[config.mk]
export PLATFORM = sky130hd
export DESIGN_NAME = color_sensor_window_counter
export DESIGN_NICKNAME = d
export VERILOG_FILES = /design/src/sv/csw_pkg.sv /design/src/sv/color_sensor_window_counter.sv /design/src/sv/csw_in_reg.sv /design/src/sv/csw_seq.sv
export VERILOG_INCLUDE_DIRS = /design/src /design/src/sv
export SDC_FILE = /design/constraint.sdc
export NUM_CORES = 1
export LEC_CHECK = 0
export BUFFER_PORTS_ARGS = -buffer_cell sky130_fd_sc_hd__buf_2
export CAP_MARGIN = 15
export CORE_MARGIN = 2
export CORE_UTILIZATION = 50
export DETAILED_ROUTE_END_ITERATION = 7
export PLACE_DENSITY = 0.79
export SYNTH_ARGS = -nofsm -noshare
export SYNTH_HDL_FRONTEND = slang
export SYNTH_HIERARCHICAL = 1
export SYNTH_SLANG_ARGS = --single-unit
[constraint.sdc]
create_clock -name clk -period 11.7 [get_ports clk]
set_input_delay 0.585 -clock clk [delete_from_list [all_inputs] [get_ports clk]]
set_output_delay 0.585 -clock clk [all_outputs]
set_load 0.005 [all_outputs]
[src/sv/color_sensor_window_counter_macros.svh]
// ----------------------------------------------------------------------------
// Color sensor window counter: assertion macros
// Shared concurrent assertion forms, all clocked on clk and held off in reset.
// ----------------------------------------------------------------------------
`ifndef COLOR_SENSOR_WINDOW_COUNTER_MACROS_SVH
`define COLOR_SENSOR_WINDOW_COUNTER_MACROS_SVH

// Consequence must hold in the same cycle as the antecedent.
`define CSW_ASSERT_SAME(label, ante, cons, msg) \
  label: assert property (@(posedge clk) disable iff (!rst_n) (ante) |-> (cons)) \
    else $error(msg);

// Consequence must hold in the cycle after the antecedent.
`define CSW_ASSERT_NEXT(label, ante, cons, msg) \
  label: assert property (@(posedge clk) disable iff (!rst_n) (ante) |=> (cons)) \
    else $error(msg);

`endif

[src/sv/csw_pkg.sv]
// ----------------------------------------------------------------------------
// Color sensor window counter package
// Widths, phase and filter codes, and the request and result structures.
// ----------------------------------------------------------------------------
`default_nettype none

package csw_pkg;

  // Edge counter width per window and window timer width.
  localparam int COUNT_WIDTH = 24;
  localparam int DWELL_WIDTH = 32;
  // Width of the dwell configuration register.
  localparam int CFG_WIDTH   = 32;
  // Number of counting windows.
  localparam int NUM_WIN     = 5;
  // Width wide enough to compare the register against the timer range.
  localparam int LEN_W       = (DWELL_WIDTH > CFG_WIDTH) ? DWELL_WIDTH : CFG_WIDTH;

  localparam logic [COUNT_WIDTH-1:0] COUNT_MAX = '1;
  localparam logic [DWELL_WIDTH-1:0] DWELL_MAX = '1;
  localparam logic [CFG_WIDTH-1:0]   DWELL_RESET = CFG_WIDTH'(1000);

  // Measurement sequence phases.
  typedef enum logic [2:0] {
    PH_IDLE,
    PH_WHITE_HEAD,
    PH_RED,
    PH_GREEN,
    PH_BLUE,
    PH_WHITE_TAIL,
    PH_DONE
  } phase_t;

  // Filter select pin codes {s2,s3}.
  typedef enum logic [1:0] {
    FIL_RED   = 2'd0,
    FIL_BLUE  = 2'd1,
    FIL_WHITE = 2'd2,
    FIL_GREEN = 2'd3
  } filt_t;

  // One input request.
  typedef struct packed {
    logic sensor_level;
    logic start_req;
    logic stop;
  } sample_t;

  // One result: pin state, status and window counts (index 0 is white head).
  typedef struct packed {
    filt_t                                  filter_select;
    logic                                   scale_on;
    logic                                   led_enable_n;
    logic                                   busy;
    logic                                   done;
    logic [NUM_WIN-1:0][COUNT_WIDTH-1:0]    counts;
  } result_t;

  // Effective window length: zero reads as one, capped at the timer range.
  function automatic logic [DWELL_WIDTH-1:0] win_length(input logic [CFG_WIDTH-1:0] d);
    logic [LEN_W-1:0] dx;
    logic [LEN_W-1:0] cap;
    dx  = LEN_W'(d);
    cap = LEN_W'(DWELL_MAX);
    if (dx == '0) begin
      dx = LEN_W'(1);
    end
    if (dx > cap) begin
      dx = cap;
    end
    return dx[DWELL_WIDTH-1:0];
  endfunction

endpackage

`default_nettype wire

[src/sv/color_sensor_window_counter.sv]
// ----------------------------------------------------------------------------
// Color sensor window counter
// Top level: input register, sequencer and result register.
// ----------------------------------------------------------------------------
// Each request is one sample tick and yields exactly one result. A request
// is taken every clock cycle while results are being consumed; it goes through
// the input register, then the sequencer, into the result register. Throughput
// is set only by out_ready back-pressure, and a finished result can wait in the
// result register while the next request is already held in the input
// register. The user writes dwell_ticks through cfg_wr_en and cfg_wr_data
// only while no requests are in flight; the block does not enforce this.
`default_nettype none

`include "color_sensor_window_counter_macros.svh"

module color_sensor_window_counter
  import csw_pkg::*;
(
  input  wire logic                   clk,
  input  wire logic                   rst_n,
  input  wire logic                   cfg_wr_en,
  input  wire logic [CFG_WIDTH-1:0]   cfg_wr_data,
  input  wire logic                   in_valid,
  output logic                        in_ready,
  input  wire logic                   in_sensor_level,
  input  wire logic                   in_start_req,
  input  wire logic                   in_stop,
  output logic                        out_valid,
  input  wire logic                   out_ready,
  output logic [1:0]                  out_filter_select,
  output logic                        out_scale_on,
  output logic                        out_led_enable_n,
  output logic                        out_busy_res,
  output logic                        out_done_res,
  output logic [COUNT_WIDTH-1:0]      out_white_head_count,
  output logic [COUNT_WIDTH-1:0]      out_red_count,
  output logic [COUNT_WIDTH-1:0]      out_green_count,
  output logic [COUNT_WIDTH-1:0]      out_blue_count,
  output logic [COUNT_WIDTH-1:0]      out_white_tail_count
);

  sample_t in_smp;
  sample_t smp;
  logic    smp_valid;
  logic    advance;
  logic    step_en;
  result_t res;
  result_t out_res_r;
  logic    out_valid_r;
  logic    out_valid_nxt;

  assign in_smp.sensor_level = in_sensor_level;
  assign in_smp.start_req    = in_start_req;
  assign in_smp.stop         = in_stop;

  // The result register frees up when empty or being taken.
  assign advance = !out_valid_r || out_ready;
  assign step_en = smp_valid && advance;

  csw_in_reg u_in_reg (
    .clk       (clk),
    .rst_n     (rst_n),
    .in_valid  (in_valid),
    .in_ready  (in_ready),
    .in_smp    (in_smp),
    .advance   (advance),
    .smp_valid (smp_valid),
    .smp       (smp)
  );

  csw_seq u_seq (
    .clk         (clk),
    .rst_n       (rst_n),
    .cfg_wr_en   (cfg_wr_en),
    .cfg_wr_data (cfg_wr_data),
    .step_en     (step_en),
    .smp         (smp),
    .res         (res)
  );

  // Result register.
  assign out_valid_nxt = advance ? smp_valid : out_valid_r;

  always_ff @(posedge clk) begin
    if (!rst_n) begin
      out_valid_r <= 1'b0;
    end else begin
      out_valid_r <= out_valid_nxt;
    end
  end

  always_ff @(posedge clk) begin
    if (step_en) begin
      out_res_r <= res;
    end
  end

  assign out_valid            = out_valid_r;
  assign out_filter_select    = out_res_r.filter_select;
  assign out_scale_on         = out_res_r.scale_on;
  assign out_led_enable_n     = out_res_r.led_enable_n;
  assign out_busy_res         = out_res_r.busy;
  assign out_done_res         = out_res_r.done;
  assign out_white_head_count = out_res_r.counts[0];
  assign out_red_count        = out_res_r.counts[1];
  assign out_green_count      = out_res_r.counts[2];
  assign out_blue_count       = out_res_r.counts[3];
  assign out_white_tail_count = out_res_r.counts[4];

  // A sequence completes out of the done phase after the white tail window, so the filter is still white.
  `CSW_ASSERT_SAME(a_done_white, out_valid_r && out_done_res, out_filter_select == FIL_WHITE, "done off white")
  // The sensor is powered exactly while a sequence runs.
  `CSW_ASSERT_SAME(a_scale_busy, out_valid_r, out_scale_on == out_busy_res, "scale vs busy")
  // The LED is lit exactly while the sensor is powered.
  `CSW_ASSERT_SAME(a_led_scale, out_valid_r, out_led_enable_n != out_scale_on, "LED vs scale")
  // An accepted request always lands in the input register.
  `CSW_ASSERT_NEXT(a_in_lands, in_valid && in_ready, smp_valid, "accepted request lost")

endmodule

`default_nettype wire

[src/sv/csw_in_reg.sv]
// ----------------------------------------------------------------------------
// Color sensor window counter: input register
// Captures one request per cycle while the sequencer stage moves on, and hands it to that stage.
// ----------------------------------------------------------------------------
`default_nettype none

module csw_in_reg
  import csw_pkg::*;
(
  input  wire logic    clk,
  input  wire logic    rst_n,
  input  wire logic    in_valid,
  output logic         in_ready,
  input  wire sample_t in_smp,
  input  wire logic    advance,
  output logic         smp_valid,
  output sample_t      smp
);

  logic    valid_r;
  logic    valid_nxt;
  sample_t smp_r;

  // The stage frees up whenever it is empty or its request moves on.
  assign in_ready  = !valid_r || advance;
  assign valid_nxt = in_ready ? in_valid : valid_r;

  always_ff @(posedge clk) begin
    if (!rst_n) begin
      valid_r <= 1'b0;
    end else begin
      valid_r <= valid_nxt;
    end
  end

  // Payload loads on every accepted request.
  always_ff @(posedge clk) begin
    if (in_valid && in_ready) begin
      smp_r <= in_smp;
    end
  end

  assign smp_valid = valid_r;
  assign smp       = smp_r;

endmodule

`default_nettype wire

[src/sv/csw_seq.sv]
// ----------------------------------------------------------------------------
// Color sensor window counter: sequencer
// Window timer, phase state machine, pin state and saturating edge counters.
// ----------------------------------------------------------------------------
`default_nettype none

module csw_seq
  import csw_pkg::*;
(
  input  wire logic                 clk,
  input  wire logic                 rst_n,
  input  wire logic                 cfg_wr_en,
  input  wire logic [CFG_WIDTH-1:0] cfg_wr_data,
  input  wire logic                 step_en,
  input  wire sample_t              smp,
  output result_t                   res
);

  phase_t                              phase_r;
  phase_t                              phase_nxt;
  logic [DWELL_WIDTH-1:0]              win_len_r;
  logic [DWELL_WIDTH-1:0]              cnt_r;
  logic [DWELL_WIDTH-1:0]              cnt_nxt;
  logic [DWELL_WIDTH-1:0]              cnt_inc;
  logic                                prev_r;
  filt_t                               filter_r;
  filt_t                               filter_nxt;
  logic                                scale_r;
  logic                                scale_nxt;
  logic                                led_n_r;
  logic                                led_n_nxt;
  logic                                done_w;
  logic                                close_w;
  logic                                falling;
  logic [NUM_WIN-1:0][COUNT_WIDTH-1:0] counts_r;
  logic [NUM_WIN-1:0][COUNT_WIDTH-1:0] counts_nxt;

  // The window length is settled when the register is written.
  always_ff @(posedge clk) begin
    if (!rst_n) begin
      win_len_r <= win_length(DWELL_RESET);
    end else if (cfg_wr_en) begin
      win_len_r <= win_length(cfg_wr_data);
    end
  end

  // Window timer: a window closes on its win_len-th tick.
  assign cnt_inc = cnt_r + DWELL_WIDTH'(1);
  assign close_w = (phase_r != PH_IDLE) && (cnt_inc >= win_len_r);
  assign falling = prev_r && !smp.sensor_level;

  // Next phase: timer advance first, then stop or start.
  always_comb begin
    phase_nxt = phase_r;
    if (close_w) begin
      unique case (phase_r)
        PH_WHITE_HEAD: phase_nxt = PH_RED;
        PH_RED:        phase_nxt = PH_GREEN;
        PH_GREEN:      phase_nxt = PH_BLUE;
        PH_BLUE:       phase_nxt = PH_WHITE_TAIL;
        PH_WHITE_TAIL: phase_nxt = PH_DONE;
        default:       phase_nxt = PH_IDLE;
      endcase
    end
    if (smp.stop) begin
      phase_nxt = PH_IDLE;
    end else if (smp.start_req) begin
      phase_nxt = PH_WHITE_HEAD;
    end
  end

  // Timer, pins and done pulse for the same order of events.
  always_comb begin
    cnt_nxt    = cnt_r;
    filter_nxt = filter_r;
    scale_nxt  = scale_r;
    led_n_nxt  = led_n_r;
    done_w     = 1'b0;
    if (phase_r != PH_IDLE) begin
      cnt_nxt = close_w ? '0 : cnt_inc;
    end
    if (close_w) begin
      unique case (phase_r)
        PH_WHITE_HEAD: filter_nxt = FIL_RED;
        PH_RED:        filter_nxt = FIL_GREEN;
        PH_GREEN:      filter_nxt = FIL_BLUE;
        PH_BLUE:       filter_nxt = FIL_WHITE;
        PH_DONE: begin
          scale_nxt = 1'b0;
          led_n_nxt = 1'b1;
          done_w    = 1'b1;
        end
        default: ;
      endcase
    end
    // Stop keeps the filter selection and suppresses the done pulse.
    if (smp.stop) begin
      scale_nxt = 1'b0;
      led_n_nxt = 1'b1;
      cnt_nxt   = '0;
      done_w    = 1'b0;
    end else if (smp.start_req) begin
      scale_nxt  = 1'b1;
      led_n_nxt  = 1'b0;
      filter_nxt = FIL_WHITE;
      cnt_nxt    = '0;
    end
  end

  // Edge counters: one lane per window, counting only in its own phase.
  // Counting is enabled exactly while a window phase is active, so the
  // phase alone gates the count. A start clears after the edge is counted.
  always_comb begin
    counts_nxt = counts_r;
    for (int k = 0; k < NUM_WIN; k++) begin
      if (falling && (phase_r == phase_t'(3'(k + 1))) && (counts_r[k] != COUNT_MAX)) begin
        counts_nxt[k] = counts_r[k] + COUNT_WIDTH'(1);
      end
      if (!smp.stop && smp.start_req) begin
        counts_nxt[k] = '0;
      end
    end
  end

  // State registers advance once per request.
  always_ff @(posedge clk) begin
    if (!rst_n) begin
      phase_r  <= PH_IDLE;
      cnt_r    <= '0;
      prev_r   <= 1'b0;
      filter_r <= FIL_RED;
      scale_r  <= 1'b0;
      led_n_r  <= 1'b1;
      counts_r <= '0;
    end else if (step_en) begin
      phase_r  <= phase_nxt;
      cnt_r    <= cnt_nxt;
      prev_r   <= smp.sensor_level;
      filter_r <= filter_nxt;
      scale_r  <= scale_nxt;
      led_n_r  <= led_n_nxt;
      counts_r <= counts_nxt;
    end
  end

  // Result shows the state after this request.
  always_comb begin
    res.filter_select = filter_nxt;
    res.scale_on      = scale_nxt;
    res.led_enable_n  = led_n_nxt;
    res.busy          = (phase_nxt != PH_IDLE);
    res.done          = done_w;
    res.counts        = counts_nxt;
  end

endmodule

`default_nettype wire

# After elaboration in Yosys (flattened, before gate mapping)

Index checks and enable logic that the tools add are counted.

Register bits after elaboration: 323
Output and inout bits: 128
Word-level logic and storage cells: 109

Reduce and logical (&&, ||, !) cells: 27
Muxes and demuxes: 35
Add/sub/neg operators: 6
Equal/unequal tests: 11
Bitwise logic cells: 1
Order comparisons: 2

Operator list:

| operator                                                               | number |
|---|---|
| 32-bit 2-to-1 mux                                                      | 8 |
| 24-bit 2-to-1 mux                                                      | 10 |
| 24-bit by 1-bit adder with 24-bit output (second input constant)       | 5 |
| 24-bit inequality test (second input constant)                         | 5 |
| 32-bit by 1-bit adder with 32-bit output (second input constant)       | 1 |
| 32-bit greater-or-equal comparator                                     | 1 |
| 32-bit > comparator (second input constant)                            | 1 |
| 32-bit zero test                                                       | 1 |
| 1-bit logical AND                                                      | 15 |
| 3-bit case mux with 5 select lines                                     | 1 |
| 3-bit equality test (second input constant)                            | 3 |
| 1-bit 2-to-1 mux                                                       | 9 |
| 3-bit 2-to-1 mux                                                       | 3 |
| 3-bit nonzero test                                                     | 3 |
| 2-bit case mux with 4 select lines                                     | 1 |
| 3-bit by 2-bit equality test with 1-bit output (second input constant) | 2 |
| 2-bit 2-to-1 mux                                                       | 3 |
| 1-bit zero test                                                        | 4 |
| 3-bit by 1-bit equality test with 1-bit output (second input constant) | 1 |
| 1-bit logical OR                                                       | 2 |
| 2-bit AND reduction                                                    | 1 |
| 2-bit OR reduction                                                     | 1 |
| 1-bit inverter                                                         | 1 |

# Logic depth before layout (Yosys ltp)

Word-level depth: 7
Mapped depth: 18
Mapped depth without buffers: 15

# Hierarchy

The synthesis kept the hierarchy.

Modules (own cells, without submodules):

| module                      | seq. area each (sq um) | cells each | instances | area an instance (sq um) |
|---|---|---|---|---|
| csw_seq                     | 3,843.7                | 1,668      | 1         | 12,658.4 |
| color_sensor_window_counter | 3,803.6                | 131        | 1         | 3,841.2 |
| csw_in_reg                  | 110.1                  | 8          | 1         | 147.6 |

# Worst setup path before layout

Ideal clock, no wire load.

Path kind: flip-flop to flip-flop
From: register u_seq.cnt_r[7]
To: register out_res_r, in the netlist out_scale_on, data pin
Clock period less this slack: 3.888 ns
Stages on the path, launching flop included: 18
Arrival: 3.637 ns
Path slack: 7.812 ns
Setup time: 0.251 ns
Cells stage by stage: dfxtp_1 clkbuf_1 and4_1 and4b_1 and4_1 nand2_1 nor3_1 xnor2_1 inv_1 ha_1 nand2_1 or3_1 a311oi_1 or2_2 buf_2 a311oi_1 or2_2 buf_4

Cells in the longest elaborated chain, start to end: 6

RTL lines:

| item                                     | line                              | source |
|---|---|---|
| start: declaration                       | csw_seq.sv:22                     | `logic [DWELL_WIDTH-1:0] cnt_r;` |
| start signal: assignment                 | csw_seq.sv:137                    | `cnt_r <= cnt_nxt;` |
| 32-bit by 1-bit adder with 32-bit output | csw_seq.sv:48                     | `assign cnt_inc = cnt_r + DWELL_WIDTH'(1);` |
| 32-bit greater-or-equal comparator       | csw_seq.sv:49                     | `assign close_w = (phase_r != PH_IDLE) && (cnt_inc >= win_len_r);` |
| 1-bit logical AND                        | csw_seq.sv:49                     |  |
| 1-bit 2-to-1 mux                         | csw_seq.sv:82                     | `if (close_w) begin` |
| 1-bit 2-to-1 mux                         | csw_seq.sv:102                    | `end else if (smp.start_req) begin` |
| 1-bit 2-to-1 mux                         | csw_seq.sv:97                     | `if (smp.stop) begin` |
| net u_seq.scale_nxt                      | csw_seq.sv:29                     | `logic scale_nxt;` |
| end signal: assignment                   | color_sensor_window_counter.sv:94 | `out_res_r <= res;` |
| end: declaration                         | color_sensor_window_counter.sv:48 | `result_t out_res_r;` |

The timed path passes the listed nets, and every way through them passes these cells.
A chain may end at the register's enable or synchronous reset.

# Worst setup path in the final report

From: register u_seq.cnt_r[7]
To: register u_seq.cnt_r[15]

Cells in the longest elaborated chain, start to end: 7

RTL lines:

| item                                       | line           | source |
|---|---|---|
| 32-bit by 1-bit adder with 32-bit output * | csw_seq.sv:48  |  |
| 32-bit greater-or-equal comparator         | csw_seq.sv:49  |  |
| 1-bit logical AND                          | csw_seq.sv:49  |  |
| 32-bit 2-to-1 mux *                        | csw_seq.sv:80  | `cnt_nxt = close_w ? '0 : cnt_inc;` |
| 32-bit 2-to-1 mux *                        | csw_seq.sv:79  | `if (phase_r != PH_IDLE) begin` |
| 32-bit 2-to-1 mux *                        | csw_seq.sv:102 |  |
| 32-bit 2-to-1 mux *                        | csw_seq.sv:97  |  |

Every way passes the cells marked *; elsewhere a longest branch is shown, timed or not. The select of a mux whose other input is x is not followed.

==> run_results.csv <==
group,metric,value,unit
clock_tree,worst_skew_pair.late_latency,520,ps
clock_tree,tritoncts.num_buffers,35,
sta,min_period,4600,ps
clock_tree,cts_sinks,323,
routing,met2WireLength,17500,µm
routing,wire_per_inst,15.9,µm
routing,total_vias_in_the_final_route,13300,
global_route,antenna_violations_before_repair,0,
routing,post-route-drc-count,0,
cells_and_area,register_area,0.00776,mm²
cells_and_area,final_nets,1985,
min_path,worstHoldStart,"in_start_req",
setup_path,criticalPathCategory,"flop to flop",
sta,achievable-frequency,217,MHz
synth,mappedNetlistNets,1885,
setup_path,r2r_slack,7100,ps
clock_tree,number_of_setup_buffers_added_after_cts,0,
synth,synth_cell_types,83,
run,maxCapViolations,0,
routing,dr.first_iter.drc_count,1008,
sta,post_route_clock_period_utilization,39.3,%
power_and_ir_drop,power.switching,0.000534,W
die,die_width,186,µm
global_route,grt_start_max_net_pins,103,
placed_design,gpl.final_weighted_congestion,0.875,
cells_and_area,layout_common_cells,"nor2_1 (205), dfxtp_1 (194), nand2_1 (184)",
clock_tree,clk_root_buffer_cell,"clkbuf_16",
placed_design,buffers_on_ports,167,
power_and_ir_drop,finalPower,0.00243,W
synth,synth-main-ff-cell,"dfxtp_1",
clock_tree,number_of_resized_instances_in_the_post_cts_repair_step,0,
die,top_level_ports,168,
min_path,min_path_type,"input pin to flop",
clock_tree,cts_htree_levels,2,
sta,finalSetupTns,0,ps
sta,drv_slew,0,
die,initial_utilization,50.9,%
setup_path,required,12100,ps
routing,wl_met3,2260,µm
routing,wl_met1,17000,µm
setup_path,timing.critical_path.from_type,"flop",
die,die-height,186,µm
setup_path,worstReg2RegStart,"u_seq/cnt_r[7]",
synth,synth.yosys.warnings,6,
synth,ys_ff_latch,323,
setup_path,critPathArrivalTime,5000,ps
sta,setup_viols_final,0,
routing,drt-total-wl,37700,µm
setup_path,timing.critical_path.to_type,"flop",
power_and_ir_drop,ir_drop,87.8,µV
synth,synth_enable_flop_cells,129,
setup_path,worst_r2r_endpoint,"u_seq/cnt_r[15]",
power_and_ir_drop,cell_internal_pwr,0.00189,W
min_path,whs_endpoint,"u_in_reg/smp[1]",
routing,vias_per_cell,5.58,
sta,tightestPinTransition,1180,ps
power_and_ir_drop,sequentialPowerShare,49.9,%
die,coreArea,0.0327,mm²
clock_tree,tritoncts_clock_tree,"done",
setup_path,startpoint,"u_seq/cnt_r[7]",
clock_tree,holdBufCountCts,0,
setup_path,worst-r2r-cell-count,14,
synth,avgSynthCellArea,9.21,µm²
routing,maxUsedRoutingLayer,"met4",
power_and_ir_drop,switching_share,22.0,%
cells_and_area,num-fill-cells,2765,
sta,max-slew-margin-rel,20.4,%
power_and_ir_drop,power_density,129,mW/mm²
cells_and_area,number_of_antenna_diodes,0,
setup_path,cp_max_fo,34,
synth,syn_inst,1807,
clock_tree,clock_transition_time_at_the_flip_flop_clock_pins_of_the_worst_setup_and_hold_paths,60,ps
sta,rsz0062_at_grt,"no",
die,num_rows,66,
global_route,globalRoute.totalOverflow,0,
routing,detail-route-antenna-nets,0,
cells_and_area,area.growth.synth_to_final,12.9,%
synth,synth_async_sr_flop_share,0,%
sta,finalHoldViolations,0,
cells_and_area,multiInputGateArea,0.00816,mm²
sta,finalClockSkew,17.4,ps
placed_design,half_perimeter_wire_length_after_detailed_placement,25300,µm
clock_tree,clock_path_buffers,3,
power_and_ir_drop,power.clock.fraction,44.9,%
cells_and_area,layout.cells.most_common,"nor2_1",
power_and_ir_drop,total_leakage_power,7.03,nW
min_path,hold_path_depth,1,
global_route,grt_pass1_vias,12400,
routing,detailedRoute.firstPassIterationCount,5,
synth,netlist_area,0.0166,mm²
synth,synth.yosys.seq_area_share,46.6,%
run_status,outcome,"complete, no violations",
die,design.die.area,0.0348,mm²
global_route,grt_first_pass_wirelength,61700,µm
power_and_ir_drop,combinationalPowerShare,5.2,%
global_route,gr-usage-all-layers,21.2,%
cells_and_area,drive_above_1_share,14.2,%
how the worst max path moves through the flow:
stage,end,cells past startpoint
6_report,u_seq/cnt_r[15],14
5_1_grt,u_seq/cnt_r[15],14
4_1_cts,u_seq/cnt_r[15],14
3_5_place_dp,u_seq/cnt_r[15],14
3_3_place_gp,u_seq/cnt_r[15],14
2_1_floorplan,out_scale_on,17
sequential cells by signal, indices dropped and copies added (netlist names), 24 cells and up:
name	count
u_seq/cnt_r	32
out_green_count	24
out_blue_count	24
u_seq/win_len_r	32
out_red_count	24
out_white_head_count	24
out_white_tail_count	24
u_seq/counts_r	120
cell usage after synthesis (10+ instances only):
cell type | count | area [µm²]
a21boi_0 | 12 | 90.1
a21oi_1 | 44 | 220
a31oi_1 | 23 | 144
and2_1 | 16 | 100
and3_1 | 30 | 188
and4_1 | 16 | 140
buf_2 | 13 | 65.1
clkbuf_1 | 89 | 334
dfxtp_1 | 194 | 3880
edfxtp_1 | 129 | 3870
ha_1 | 38 | 475
inv_1 | 65 | 244
mux2i_1 | 32 | 320
nand2_1 | 185 | 694
nand2b_1 | 19 | 119
nand3_1 | 90 | 450
nand4_1 | 59 | 369
nor2_1 | 205 | 769
nor2b_1 | 44 | 275
nor3_1 | 52 | 260
nor4_1 | 19 | 119
o211ai_1 | 10 | 75.1
o21a_1 | 15 | 113
o21ai_0 | 75 | 375
or3_1 | 16 | 100
xnor2_1 | 102 | 893
xor2_1 | 94 | 823
metrics by stage:
| step | utilization [%] | area (µm²) | hold slack (ps) | setup slack (ps) | cells |
|---|---|---|---|---|---|
| 3_3_place_gp | 53.9 | 17600 | 461 | 7370 | 2311 |
| 2_1_floorplan | - | 16600 | 444 | 7810 | 1807 |
| 4_1_cts | 57.4 | 18800 | 238 | 7140 | 2375 |
| 6_report | 57.5 | 18800 | 253 | 7100 | 2376 |
| 3_5_place_dp | 53.9 | 17600 | 461 | 7150 | 2311 |
| 5_1_grt | 57.5 | 18800 | 244 | 6650 | 2376 |
power by group through the flow:
stage	sequential (W)	clock, W	combinational, W
floorplan	0.00123	0	0.0000702
global placement	0.00123	0	0.000122
detailed placement	0.00123	0	0.000125
CTS	0.00121	0.00111	0.000126
global route	0.00121	0.00116	0.000138
finish	0.00121	0.00109	0.000126
cell families after synthesis:
kind of cell    after synthesis  share of synthesized area [%]
simple gates                793                           24.0
flops                       323                           46.6
compound gates              245                           9.88
xor+xnor                    196                           10.3
buf+inv                     180                           4.44
fa+ha+maj                    38                           2.86
mux                          32                           1.92
layout make-up:
cell class / count / share of cell area (%)
Tap cell: 442 / 2.94
Clock buffer: 46 / 5.12
Multi-Input combinational cell: 1304 / 43.4
Timing Repair Buffer: 178 / 4.93
Inverter: 65 / 1.30
Sequential cell: 323 / 41.3
Clock inverter: 18 / 0.986
layer usage:
layer | vias up | track usage [%]
met5 | - | 0
met4 | 0 | 6.32
met3 | 75 | 2.99
met2 | 440 | 35.1
met1 | 6244 | 28.8
li1 | 6509 | -
critical path, cell delays in order, from the launching register on:
cell      delay, ps
dfxtp_1         480
and4_1          330
and4b_1         300
and4_1          310
nand2_1         200
nor3_1          260
xnor2_1         160
inv_1            60
ha_1            290
nand2_1          70
or3_1           400
a311oi_1        340
or3_1           860
nor3b_1         110
a211o_1         300
No activity file was read; power rests on OpenSTA's default activity.
